--- config.mk ---
export PLATFORM = sky130hd
export DESIGN_NAME = md5_message_digest_core
export DESIGN_NICKNAME = d
export VERILOG_FILES = /design/src/md5_pkg.sv /design/src/md5_front.sv /design/src/md5_q.sv /design/src/md5_back.sv /design/src/md5_message_digest_core.sv
export SDC_FILE = /design/constraint.sdc
export NUM_CORES = 2
export LEC_CHECK = 0
export BUFFER_PORTS_ARGS = -buffer_cell sky130_fd_sc_hd__buf_2
export CORE_ASPECT_RATIO = 1.2
export CORE_UTILIZATION = 36
export CTS_BUF_LIST = sky130_fd_sc_hd__clkbuf_16
export CTS_CLUSTER_DIAMETER = 30
export DETAILED_ROUTE_END_ITERATION = 10
export PLACE_DENSITY = 0.55
export REMOVE_ABC_BUFFERS = 1
export SLEW_MARGIN = 20
export SYNTH_ARGS = -nofsm -noshare
export SYNTH_HDL_FRONTEND = slang
export SYNTH_SLANG_ARGS = --single-unit
--- constraint.sdc ---
create_clock -name clk -period 21.2 [get_ports clk]
set_input_delay 4.24 -clock clk [delete_from_list [all_inputs] [get_ports clk]]
set_output_delay 4.24 -clock clk [all_outputs]
set_load 0.01 [all_outputs]
--- src/md5_pkg.sv ---
// Shared types, constants and round helpers for the MD5 digest core.
package md5_pkg;

  // Input beat: one message byte, its presence flag and the end-of-message mark.
  typedef struct packed {
    logic [7:0] data_byte;
    logic       byte_present;
    logic       final_req;
  } in_item_t;

  // Output beat: one digest word with its position.
  typedef struct packed {
    logic [31:0] digest_word;
    logic [1:0]  word_index;
    logic        last_word;
  } out_item_t;

  // Back end status, seen by the top level.
  typedef struct packed {
    logic busy;
    logic draining;
  } back_status_t;

  localparam int QUEUE_DEPTH = 4;

  // Round passes.
  localparam logic [1:0] PASS_F = 2'd0;
  localparam logic [1:0] PASS_G = 2'd1;
  localparam logic [1:0] PASS_H = 2'd2;
  localparam logic [1:0] PASS_I = 2'd3;

  // Initial chaining value, A first.
  localparam logic [31:0] INIT_CV [4] = '{
    32'h67452301, 32'hefcdab89, 32'h98badcfe, 32'h10325476
  };

  // Pad byte and buffer positions.
  localparam logic [7:0] PAD_BYTE    = 8'h80;
  localparam logic [3:0] LEN_LO_WORD = 4'd14;
  localparam logic [3:0] LEN_HI_WORD = 4'd15;

  // Additive constants, one for each round.
  localparam logic [31:0] ROUND_K [64] = '{
    32'hd76aa478, 32'he8c7b756, 32'h242070db, 32'hc1bdceee,
    32'hf57c0faf, 32'h4787c62a, 32'ha8304613, 32'hfd469501,
    32'h698098d8, 32'h8b44f7af, 32'hffff5bb1, 32'h895cd7be,
    32'h6b901122, 32'hfd987193, 32'ha679438e, 32'h49b40821,
    32'hf61e2562, 32'hc040b340, 32'h265e5a51, 32'he9b6c7aa,
    32'hd62f105d, 32'h02441453, 32'hd8a1e681, 32'he7d3fbc8,
    32'h21e1cde6, 32'hc33707d6, 32'hf4d50d87, 32'h455a14ed,
    32'ha9e3e905, 32'hfcefa3f8, 32'h676f02d9, 32'h8d2a4c8a,
    32'hfffa3942, 32'h8771f681, 32'h6d9d6122, 32'hfde5380c,
    32'ha4beea44, 32'h4bdecfa9, 32'hf6bb4b60, 32'hbebfbc70,
    32'h289b7ec6, 32'heaa127fa, 32'hd4ef3085, 32'h04881d05,
    32'hd9d4d039, 32'he6db99e5, 32'h1fa27cf8, 32'hc4ac5665,
    32'hf4292244, 32'h432aff97, 32'hab9423a7, 32'hfc93a039,
    32'h655b59c3, 32'h8f0ccc92, 32'hffeff47d, 32'h85845dd1,
    32'h6fa87e4f, 32'hfe2ce6e0, 32'ha3014314, 32'h4e0811a1,
    32'hf7537e82, 32'hbd3af235, 32'h2ad7d2bb, 32'heb86d391
  };

  // Rotate amounts, indexed by pass and the low two bits of the round.
  localparam logic [4:0] ROT_AMT [16] = '{
    5'd7, 5'd12, 5'd17, 5'd22,
    5'd5, 5'd9,  5'd14, 5'd20,
    5'd4, 5'd11, 5'd16, 5'd23,
    5'd6, 5'd10, 5'd15, 5'd21
  };

  // Message word used by a round.
  function automatic logic [3:0] msg_index(input logic [5:0] rnd);
    logic [3:0] j;
    logic [3:0] idx;
    j = rnd[3:0];
    case (rnd[5:4])
      PASS_F:  idx = j;
      PASS_G:  idx = j * 4'd5 + 4'd1;
      PASS_H:  idx = j * 4'd3 + 4'd5;
      default: idx = j * 4'd7;
    endcase
    return idx;
  endfunction

  // Boolean function of the pass.
  function automatic logic [31:0] round_fn(input logic [1:0] pass,
                                           input logic [31:0] b,
                                           input logic [31:0] c,
                                           input logic [31:0] d);
    logic [31:0] f;
    case (pass)
      PASS_F:  f = (b & c) | (~b & d);
      PASS_G:  f = (b & d) | (c & ~d);
      PASS_H:  f = b ^ c ^ d;
      default: f = c ^ (b | ~d);
    endcase
    return f;
  endfunction

  // Left rotate of a 32-bit word.
  function automatic logic [31:0] rotl32(input logic [31:0] v, input logic [4:0] s);
    logic [63:0] dbl;
    dbl = {v, v} << s;
    return dbl[63:32];
  endfunction

endpackage

--- src/md5_front.sv ---
// Front end: takes input beats, drops empty ones and holds the rest for the queue.
module md5_front (
  input  logic              clk,
  input  logic              rst_n,
  input  logic              in_valid,
  output logic              in_stall,
  input  md5_pkg::in_item_t in_data,
  output logic              q_push,
  output md5_pkg::in_item_t q_data,
  input  logic              q_full
);

  logic              hold_valid_r;
  md5_pkg::in_item_t hold_r;
  logic              accept;
  logic              keep;

  // The holding register frees itself whenever the queue has room.
  assign in_stall = hold_valid_r & q_full;
  assign accept   = in_valid & ~in_stall;
  assign q_push   = hold_valid_r & ~q_full;
  assign q_data   = hold_r;

  // A beat with neither a byte nor the end mark changes nothing and is dropped.
  assign keep = in_data.byte_present | in_data.final_req;

  always_ff @(posedge clk) begin
    if (!rst_n) begin
      hold_valid_r <= 1'b0;
    end else if (accept) begin
      hold_valid_r <= keep;
      hold_r       <= in_data;
    end else if (q_push) begin
      hold_valid_r <= 1'b0;
    end
  end

endmodule

--- src/md5_q.sv ---
// Short first-in first-out queue between the front and back ends.
module md5_q #(
  parameter int DEPTH = md5_pkg::QUEUE_DEPTH
) (
  input  logic              clk,
  input  logic              rst_n,
  input  logic              push,
  input  md5_pkg::in_item_t push_data,
  output logic              full,
  input  logic              pop,
  output md5_pkg::in_item_t pop_data,
  output logic              not_empty
);

  localparam int PTR_W = (DEPTH > 1) ? $clog2(DEPTH) : 1;
  localparam int CNT_W = $clog2(DEPTH + 1);

  md5_pkg::in_item_t  mem_r [DEPTH];
  logic [PTR_W-1:0]   wr_ptr_r;
  logic [PTR_W-1:0]   rd_ptr_r;
  logic [CNT_W-1:0]   count_r;
  logic               do_push;
  logic               do_pop;

  assign full      = (count_r == CNT_W'(DEPTH));
  assign not_empty = (count_r != '0);
  assign pop_data  = mem_r[rd_ptr_r];
  assign do_push   = push & ~full;
  assign do_pop    = pop & not_empty;

  // Pointers wrap at the depth, which need not be a power of two.
  always_ff @(posedge clk) begin
    if (!rst_n) begin
      wr_ptr_r <= '0;
      rd_ptr_r <= '0;
      count_r  <= '0;
    end else begin
      if (do_push) begin
        mem_r[wr_ptr_r] <= push_data;
        wr_ptr_r <= (wr_ptr_r == PTR_W'(DEPTH - 1)) ? '0 : wr_ptr_r + 1'b1;
      end
      if (do_pop) begin
        rd_ptr_r <= (rd_ptr_r == PTR_W'(DEPTH - 1)) ? '0 : rd_ptr_r + 1'b1;
      end
      if (do_push && !do_pop) begin
        count_r <= count_r + 1'b1;
      end else if (do_pop && !do_push) begin
        count_r <= count_r - 1'b1;
      end
    end
  end

endmodule

--- src/md5_back.sv ---
// Back end: block buffer, padding, the round engine and the digest output register.
module md5_back (
  input  logic                  clk,
  input  logic                  rst_n,
  input  logic                  q_valid,
  input  md5_pkg::in_item_t     q_data,
  output logic                  q_pop,
  output logic                  out_valid,
  input  logic                  out_stall,
  output md5_pkg::out_item_t    out_data,
  output md5_pkg::back_status_t status
);

  typedef enum logic [2:0] {
    S_TAKE, S_PAD, S_LOAD, S_RUN, S_ADD, S_OUT
  } state_t;

  typedef enum logic [1:0] {
    AR_TAKE, AR_PAD, AR_OUT
  } after_t;

  state_t             state_r;
  after_t             after_r;
  logic [31:0]        blk_r [16];
  logic [31:0]        cv_r [4];
  logic [31:0]        wr_r [4];
  logic [31:0]        km_r;
  logic [63:0]        count_r;
  logic [5:0]         fill_r;
  logic [5:0]         round_r;
  logic [3:0]         pw_r;
  logic               pad_second_r;
  logic [1:0]         out_idx_r;
  logic               out_valid_r;
  md5_pkg::out_item_t out_r;

  logic [3:0]  fill_word;
  logic [1:0]  fill_lane;
  logic [5:0]  fill_inc;
  logic        two_blk;
  logic [5:0]  rd_idx;
  logic [3:0]  rd_addr;
  logic [31:0] rd_word;
  logic [31:0] km_nxt;
  logic [31:0] pad_word;
  logic [31:0] masked_word;
  logic [31:0] fn_val;
  logic [31:0] t_sum;
  logic [31:0] b_nxt;

  assign fill_word = fill_r[5:2];
  assign fill_lane = fill_r[1:0];
  assign fill_inc  = fill_r + 6'd1;
  assign two_blk   = (fill_r[5:3] == 3'b111);

  assign q_pop     = (state_r == S_TAKE) & q_valid;
  assign out_valid = out_valid_r;
  assign out_data  = out_r;
  assign status.busy     = (state_r == S_LOAD) | (state_r == S_RUN) | (state_r == S_ADD);
  assign status.draining = (state_r == S_OUT);

  // One read port on the block buffer: padding reads its word, the rounds prefetch.
  always_comb begin
    rd_idx  = (state_r == S_RUN) ? round_r + 6'd1 : 6'd0;
    rd_addr = (state_r == S_PAD) ? pw_r : md5_pkg::msg_index(rd_idx);
    rd_word = blk_r[rd_addr];
    km_nxt  = rd_word + md5_pkg::ROUND_K[rd_idx];
  end

  // The first pad word keeps the bytes already held and places the pad byte after them.
  always_comb begin
    case (fill_lane)
      2'd0:    masked_word = {24'h0, md5_pkg::PAD_BYTE};
      2'd1:    masked_word = {16'h0, md5_pkg::PAD_BYTE, rd_word[7:0]};
      2'd2:    masked_word = {8'h0, md5_pkg::PAD_BYTE, rd_word[15:0]};
      default: masked_word = {md5_pkg::PAD_BYTE, rd_word[23:0]};
    endcase
  end

  // Word written by the padding sweep.
  always_comb begin
    pad_word = 32'h0;
    if (pad_second_r || !two_blk) begin
      if (pw_r == md5_pkg::LEN_LO_WORD) begin
        pad_word = count_r[31:0];
      end else if (pw_r == md5_pkg::LEN_HI_WORD) begin
        pad_word = count_r[63:32];
      end
    end
    if (!pad_second_r && (pw_r == fill_word)) begin
      pad_word = masked_word;
    end
  end

  // One round: the message word and constant were summed in the cycle before.
  always_comb begin
    fn_val = md5_pkg::round_fn(round_r[5:4], wr_r[1], wr_r[2], wr_r[3]);
    t_sum  = wr_r[0] + fn_val + km_r;
    b_nxt  = wr_r[1] + md5_pkg::rotl32(t_sum, md5_pkg::ROT_AMT[{round_r[5:4], round_r[1:0]}]);
  end

  // Sequencer with its registered outputs.
  always_ff @(posedge clk) begin
    if (!rst_n) begin
      state_r      <= S_TAKE;
      after_r      <= AR_TAKE;
      cv_r         <= md5_pkg::INIT_CV;
      count_r      <= 64'h0;
      fill_r       <= 6'd0;
      round_r      <= 6'd0;
      pw_r         <= 4'd0;
      pad_second_r <= 1'b0;
      out_idx_r    <= 2'd0;
      out_valid_r  <= 1'b0;
    end else begin
      // A taken beat empties the output register unless the next word replaces it.
      if (out_valid_r && !out_stall && (state_r != S_OUT)) begin
        out_valid_r <= 1'b0;
      end
      unique case (state_r)
        S_TAKE: begin
          if (q_valid) begin
            pad_second_r <= 1'b0;
            if (q_data.byte_present) begin
              blk_r[fill_word][{fill_lane, 3'b000} +: 8] <= q_data.data_byte;
              count_r <= count_r + 64'd8;
              fill_r  <= fill_inc;
              if (fill_r == 6'd63) begin
                state_r <= S_LOAD;
                after_r <= q_data.final_req ? AR_PAD : AR_TAKE;
                pw_r    <= 4'd0;
              end else if (q_data.final_req) begin
                state_r <= S_PAD;
                pw_r    <= fill_inc[5:2];
              end
            end else begin
              state_r <= S_PAD;
              pw_r    <= fill_word;
            end
          end
        end
        S_PAD: begin
          blk_r[pw_r] <= pad_word;
          if (pw_r == 4'd15) begin
            state_r <= S_LOAD;
            if (two_blk && !pad_second_r) begin
              after_r      <= AR_PAD;
              pad_second_r <= 1'b1;
              pw_r         <= 4'd0;
            end else begin
              after_r <= AR_OUT;
            end
          end else begin
            pw_r <= pw_r + 4'd1;
          end
        end
        S_LOAD: begin
          wr_r    <= cv_r;
          km_r    <= km_nxt;
          round_r <= 6'd0;
          state_r <= S_RUN;
        end
        S_RUN: begin
          wr_r[0] <= wr_r[3];
          wr_r[1] <= b_nxt;
          wr_r[2] <= wr_r[1];
          wr_r[3] <= wr_r[2];
          km_r    <= km_nxt;
          round_r <= round_r + 6'd1;
          if (round_r == 6'd63) begin
            state_r <= S_ADD;
          end
        end
        S_ADD: begin
          for (int k = 0; k < 4; k++) begin
            cv_r[k] <= cv_r[k] + wr_r[k];
          end
          out_idx_r <= 2'd0;
          unique case (after_r)
            AR_PAD:  state_r <= S_PAD;
            AR_OUT:  state_r <= S_OUT;
            default: state_r <= S_TAKE;
          endcase
        end
        S_OUT: begin
          // Each digest word goes into the output register once it is free.
          if (!out_valid_r || !out_stall) begin
            out_valid_r       <= 1'b1;
            out_r.digest_word <= cv_r[out_idx_r];
            out_r.word_index  <= out_idx_r;
            out_r.last_word   <= (out_idx_r == 2'd3);
            out_idx_r         <= out_idx_r + 2'd1;
            if (out_idx_r == 2'd3) begin
              cv_r    <= md5_pkg::INIT_CV;
              count_r <= 64'h0;
              fill_r  <= 6'd0;
              state_r <= S_TAKE;
            end
          end
        end
        default: state_r <= S_TAKE;
      endcase
    end
  end

endmodule

--- src/md5_message_digest_core.sv ---
// Byte-serial MD5 digest core: front end, queue, back end and checks.
// A byte beat that does not fill a block is stored in the buffer; the 64th byte of a block
// starts a compression (load, 64 rounds of the single round unit, add), during which no
// bytes are taken from the queue. The end-of-message beat adds a padding sweep,
// one or two compressions and four output beats.
// Synchronous active-low reset loads the initial chaining value and clears the count.
module md5_message_digest_core #(
  parameter int QUEUE_DEPTH = md5_pkg::QUEUE_DEPTH
) (
  input  logic               clk,
  input  logic               rst_n,
  input  logic               in_valid,
  output logic               in_stall,
  input  md5_pkg::in_item_t  in_data,
  output logic               out_valid,
  input  logic               out_stall,
  output md5_pkg::out_item_t out_data
);

  logic                  q_push;
  logic                  q_full;
  logic                  q_pop;
  logic                  q_valid;
  md5_pkg::in_item_t     q_in;
  md5_pkg::in_item_t     q_out;
  md5_pkg::back_status_t status;

  md5_front u_front (
    .clk      (clk),
    .rst_n    (rst_n),
    .in_valid (in_valid),
    .in_stall (in_stall),
    .in_data  (in_data),
    .q_push   (q_push),
    .q_data   (q_in),
    .q_full   (q_full)
  );

  md5_q #(
    .DEPTH (QUEUE_DEPTH)
  ) u_q (
    .clk       (clk),
    .rst_n     (rst_n),
    .push      (q_push),
    .push_data (q_in),
    .full      (q_full),
    .pop       (q_pop),
    .pop_data  (q_out),
    .not_empty (q_valid)
  );

  md5_back u_back (
    .clk       (clk),
    .rst_n     (rst_n),
    .q_valid   (q_valid),
    .q_data    (q_out),
    .q_pop     (q_pop),
    .out_valid (out_valid),
    .out_stall (out_stall),
    .out_data  (out_data),
    .status    (status)
  );

  // A digest always starts with word A.
  a_digest_starts: assert property (@(posedge clk) disable iff (!rst_n)
    $rose(out_valid) |-> out_data.word_index == 2'd0)
    else $error("digest output did not start with the first word");

  // Words of one digest follow each other without a gap once a beat is taken.
  a_digest_order: assert property (@(posedge clk) disable iff (!rst_n)
    (out_valid && !out_stall && !out_data.last_word) |=>
      (out_valid && out_data.word_index == $past(out_data.word_index) + 2'd1))
    else $error("digest words out of order");

  // The queue is left alone while a block is compressed or the digest drains.
  a_no_pop_busy: assert property (@(posedge clk) disable iff (!rst_n)
    (status.busy || status.draining) |-> !q_pop)
    else $error("queue popped while the back end was busy");

endmodule

==> results.toml <==
[status]
status = "finished, final reports clean"

[die]
io_pins = 51
rows = 162
die_y_um = 447
chipWidth_um = 373
dieArea_um2 = 167000
coreArea_um2 = 163000
start_util_pct = 36.4

[cts]
cts_tree = "yes"
htreeDepth = 4
cts_made_buffers = 228
clock-sinks = 981
clock-root-buffer = "clkbuf_16"
clock_path_buffers = 3
post_cts_buffers = 0
clock_latency_ps = 890
cts_resized = 0
postCtsHoldBufs = 0
clk_pin_slew_ps = 50

[finish]
seqCellArea_um2 = 27200
drive_gt1_share_pct = 10.1
num_antenna_cells = 0
fin_cells = 8499
nFillCells = 15598
area_delta_synth_final_pct = 17.0
multi_input_area_um2 = 29900
final_nets = 6483

[routing]
drc_errors = 0
post_drt_via_cell_ratio = 5.76
drt-initial-drc-count = 3843
via_count = 48912
ant_nets = 0
drt-total-wl_um = 203000
detail_route.wl_per_cell_um = 23.9
first_pass_iters = 9

[logic_synthesis]
synthCells = 6163
yosys.cell_types.count = 95
ys_warn_count = 0
ys_ff_latch = 981
syn_area_per_cell_um2 = 9.64
syn_area_um2 = 59400
synth_ff_type = "edfxtp_1"
synth-seq-area-share_pct = 45.8
synth_edf_count = 757
ys_async_sr_fraction_pct = 0

[setup_path]
cpMaxStageDelayCell = "buf_4"
path_common_cell = "a21oi_1"
worst-path-stages = 26
crit_type = "reg -> reg"
endpoint_kind = "flop"
crit_required_ps = 21800
cp.arrival_ps = 10410
rr_worst_depth = 26
cp_num_buf_inv = 4
cp_max_fo = 71
cp_top_family = "compound AO/OA/AOI/OAI gates"
cpPeakStageDelay_ps = 790
critPathLaunchType = "flop"

[timing]
skew_ps = 92.8
setup_tns_ps = 0
slew_violations = 0
finalCritPeriodShare_pct = 46.3
rsz0062_at_grt = "no"
fmax_mhz = 102
finalSetupViolCount = 0
worst_pin_slew_ps = 1350
finalCriticalPeriod_ps = 9810
slew_headroom_pct = 10.3
hold_viol_final = 0

[global_route]
gr-total-overflow = 0
grt_pass1_vias = 47458
grt_pass1_wl_um = 301000
antenna_found_initial = 2
grtUsageTotal_pct = 23.8
grt_start_max_net_pins = 131

[flow_run]
cap_violations = 0

[hold_path]
worstHoldPathCells = 0
hold_path.class = "reg -> reg"

[placed_design]
dp.cells = 8065
place_congestion = 0.954
post-dp-hpwl_um = 141000
place.port_buffers = 50

[power]
p_leak_uw = 0.0261
power.density_nw_per_um2 = 140
ir_drop_mv = 0.0823
[through the flow]
stage	util (%)	hold slack (ps)	worst slack [ps]	area, µm²	power (µW)
floorplan	-	459	3990	58000	5110
global placement	37.8	475	11710	61700	6240
detailed placement	37.8	492	11580	61700	6260
CTS	42.6	493	11560	69500	9770
global route	42.6	503	10650	69500	10300
finish	42.6	483	11390	69500	9740
[flip-flops by register name, summed over array words and instances, names as in the netlist, named ones only]
register              count
u_back.blk_r            512
u_back.cv_r             128
u_back.wr_r             128
u_back.count_r           61
u_q.mem_r                40
u_back.out_data          35
u_back.km_r              32
u_front.q_data           10
u_back.fill_r             6
u_back.round_r            6
u_back.pw_r               4
u_back.state_r            3
u_q.count_r               3
u_back.after_r            2
u_back.out_idx_r          2
u_q.rd_ptr_r              2
u_q.wr_ptr_r              2
u_back.out_valid          1
u_back.pad_second_r       1
u_front.hold_valid_r      1
[logic make-up after synthesis]
group | Yosys count | synth area share (%)
buf+inv | 626 | 4.09
compound gates | 1706 | 19.0
fa+ha+maj | 306 | 6.97
mux | 166 | 3.87
simple gates | 2100 | 16.0
xor+xnor | 278 | 4.16
flops | 981 | 45.8
[layer usage]
| layer | part of all wire (%) | vias to the layer above | GRT usage [%] | routed length [µm] |
|---|---|---|---|---|
| li1 | - | 22869 | - | - |
| met1 | 40 | 23914 | 28.5 | 81500 |
| met2 | 49 | 1651 | 41.3 | 99900 |
| met3 | 5.3 | 478 | 3.60 | 10800 |
| met4 | 5.2 | 0 | 12.4 | 10500 |
| met5 | 0 | - | 0 | 0 |
[worst paths after layout]
check,start,endpoint,slack (ps)
max,u_back.state_r[1],u_back.km_r[30],11390
min,u_front.q_data[5],u_q.mem_r[2][5],480
min reg2reg,u_front.q_data[5],u_q.mem_r[2][5],480
max reg2reg,u_back.state_r[1],u_back.km_r[30],11390
[Yosys cell counts (all sizes together), types with 143 or more instances]
| master | n | share of area, % |
|---|---|---|
| a211oi | 187 | 2.4 |
| a21oi | 372 | 3.1 |
| and2 | 148 | 1.6 |
| clkbuf | 260 | 1.6 |
| dfxtp | 224 | 7.5 |
| edfxtp | 757 | 38 |
| ha | 264 | 5.6 |
| inv | 258 | 1.6 |
| nand2 | 942 | 6.0 |
| nor2 | 409 | 2.6 |
| nor3 | 143 | 1.2 |
| o21ai | 336 | 2.8 |
[cell usage in the layout, fill, tap and decap left out, types with 46 or more instances in the layout]
cell	count
and3_1	84
edfxtp_1	757
a21oi_1	371
mux4_2	49
clkinv_2	47
nor2b_1	72
xor2_1	134
inv_1	291
o21ai_0	319
nand2_1	937
a21o_1	95
nor3_1	141
xnor2_1	139
buf_4	86
dfxtp_1	220
mux2i_1	97
buf_2	49
nor2_1	401
or3_1	46
a31oi_1	107
a22oi_1	70
nand3_1	126
and2_1	143
o211ai_1	50
o22ai_1	88
clkbuf_16	230
a311oi_1	70
a211oi_1	186
ha_1	264
[where the power goes]
group / total [µW] / internal (µW) / switching [µW]
Sequential: 2380 / 2270 / 109
Clock: 3480 / 2310 / 1170
Combinational: 3880 / 1430 / 2450
Total: 9740 / 6010 / 3730
[layout make-up]
| cell class | instances | area share, % |
|---|---|---|
| clock buffer | 230 | 8.28 |
| tap | 2132 | 3.84 |
| sequential | 981 | 39.2 |
| clock inverter | 204 | 2.94 |
| multi-input combinational | 4556 | 43.1 |
| timing repair buffer | 136 | 1.31 |
| inverter | 260 | 1.40 |
[worst reg2reg max path: cells and delay by family, from the launching register on]
| family | cells | cell delay [ps] |
|---|---|---|
| flops | 1 | 480 |
| xor+xnor | 1 | 90 |
| compound gates | 15 | 4140 |
| buf+inv | 4 | 2510 |
| fa+ha+maj | 1 | 370 |
| simple gates | 5 | 1950 |
(Power assumes the default switching activity.)
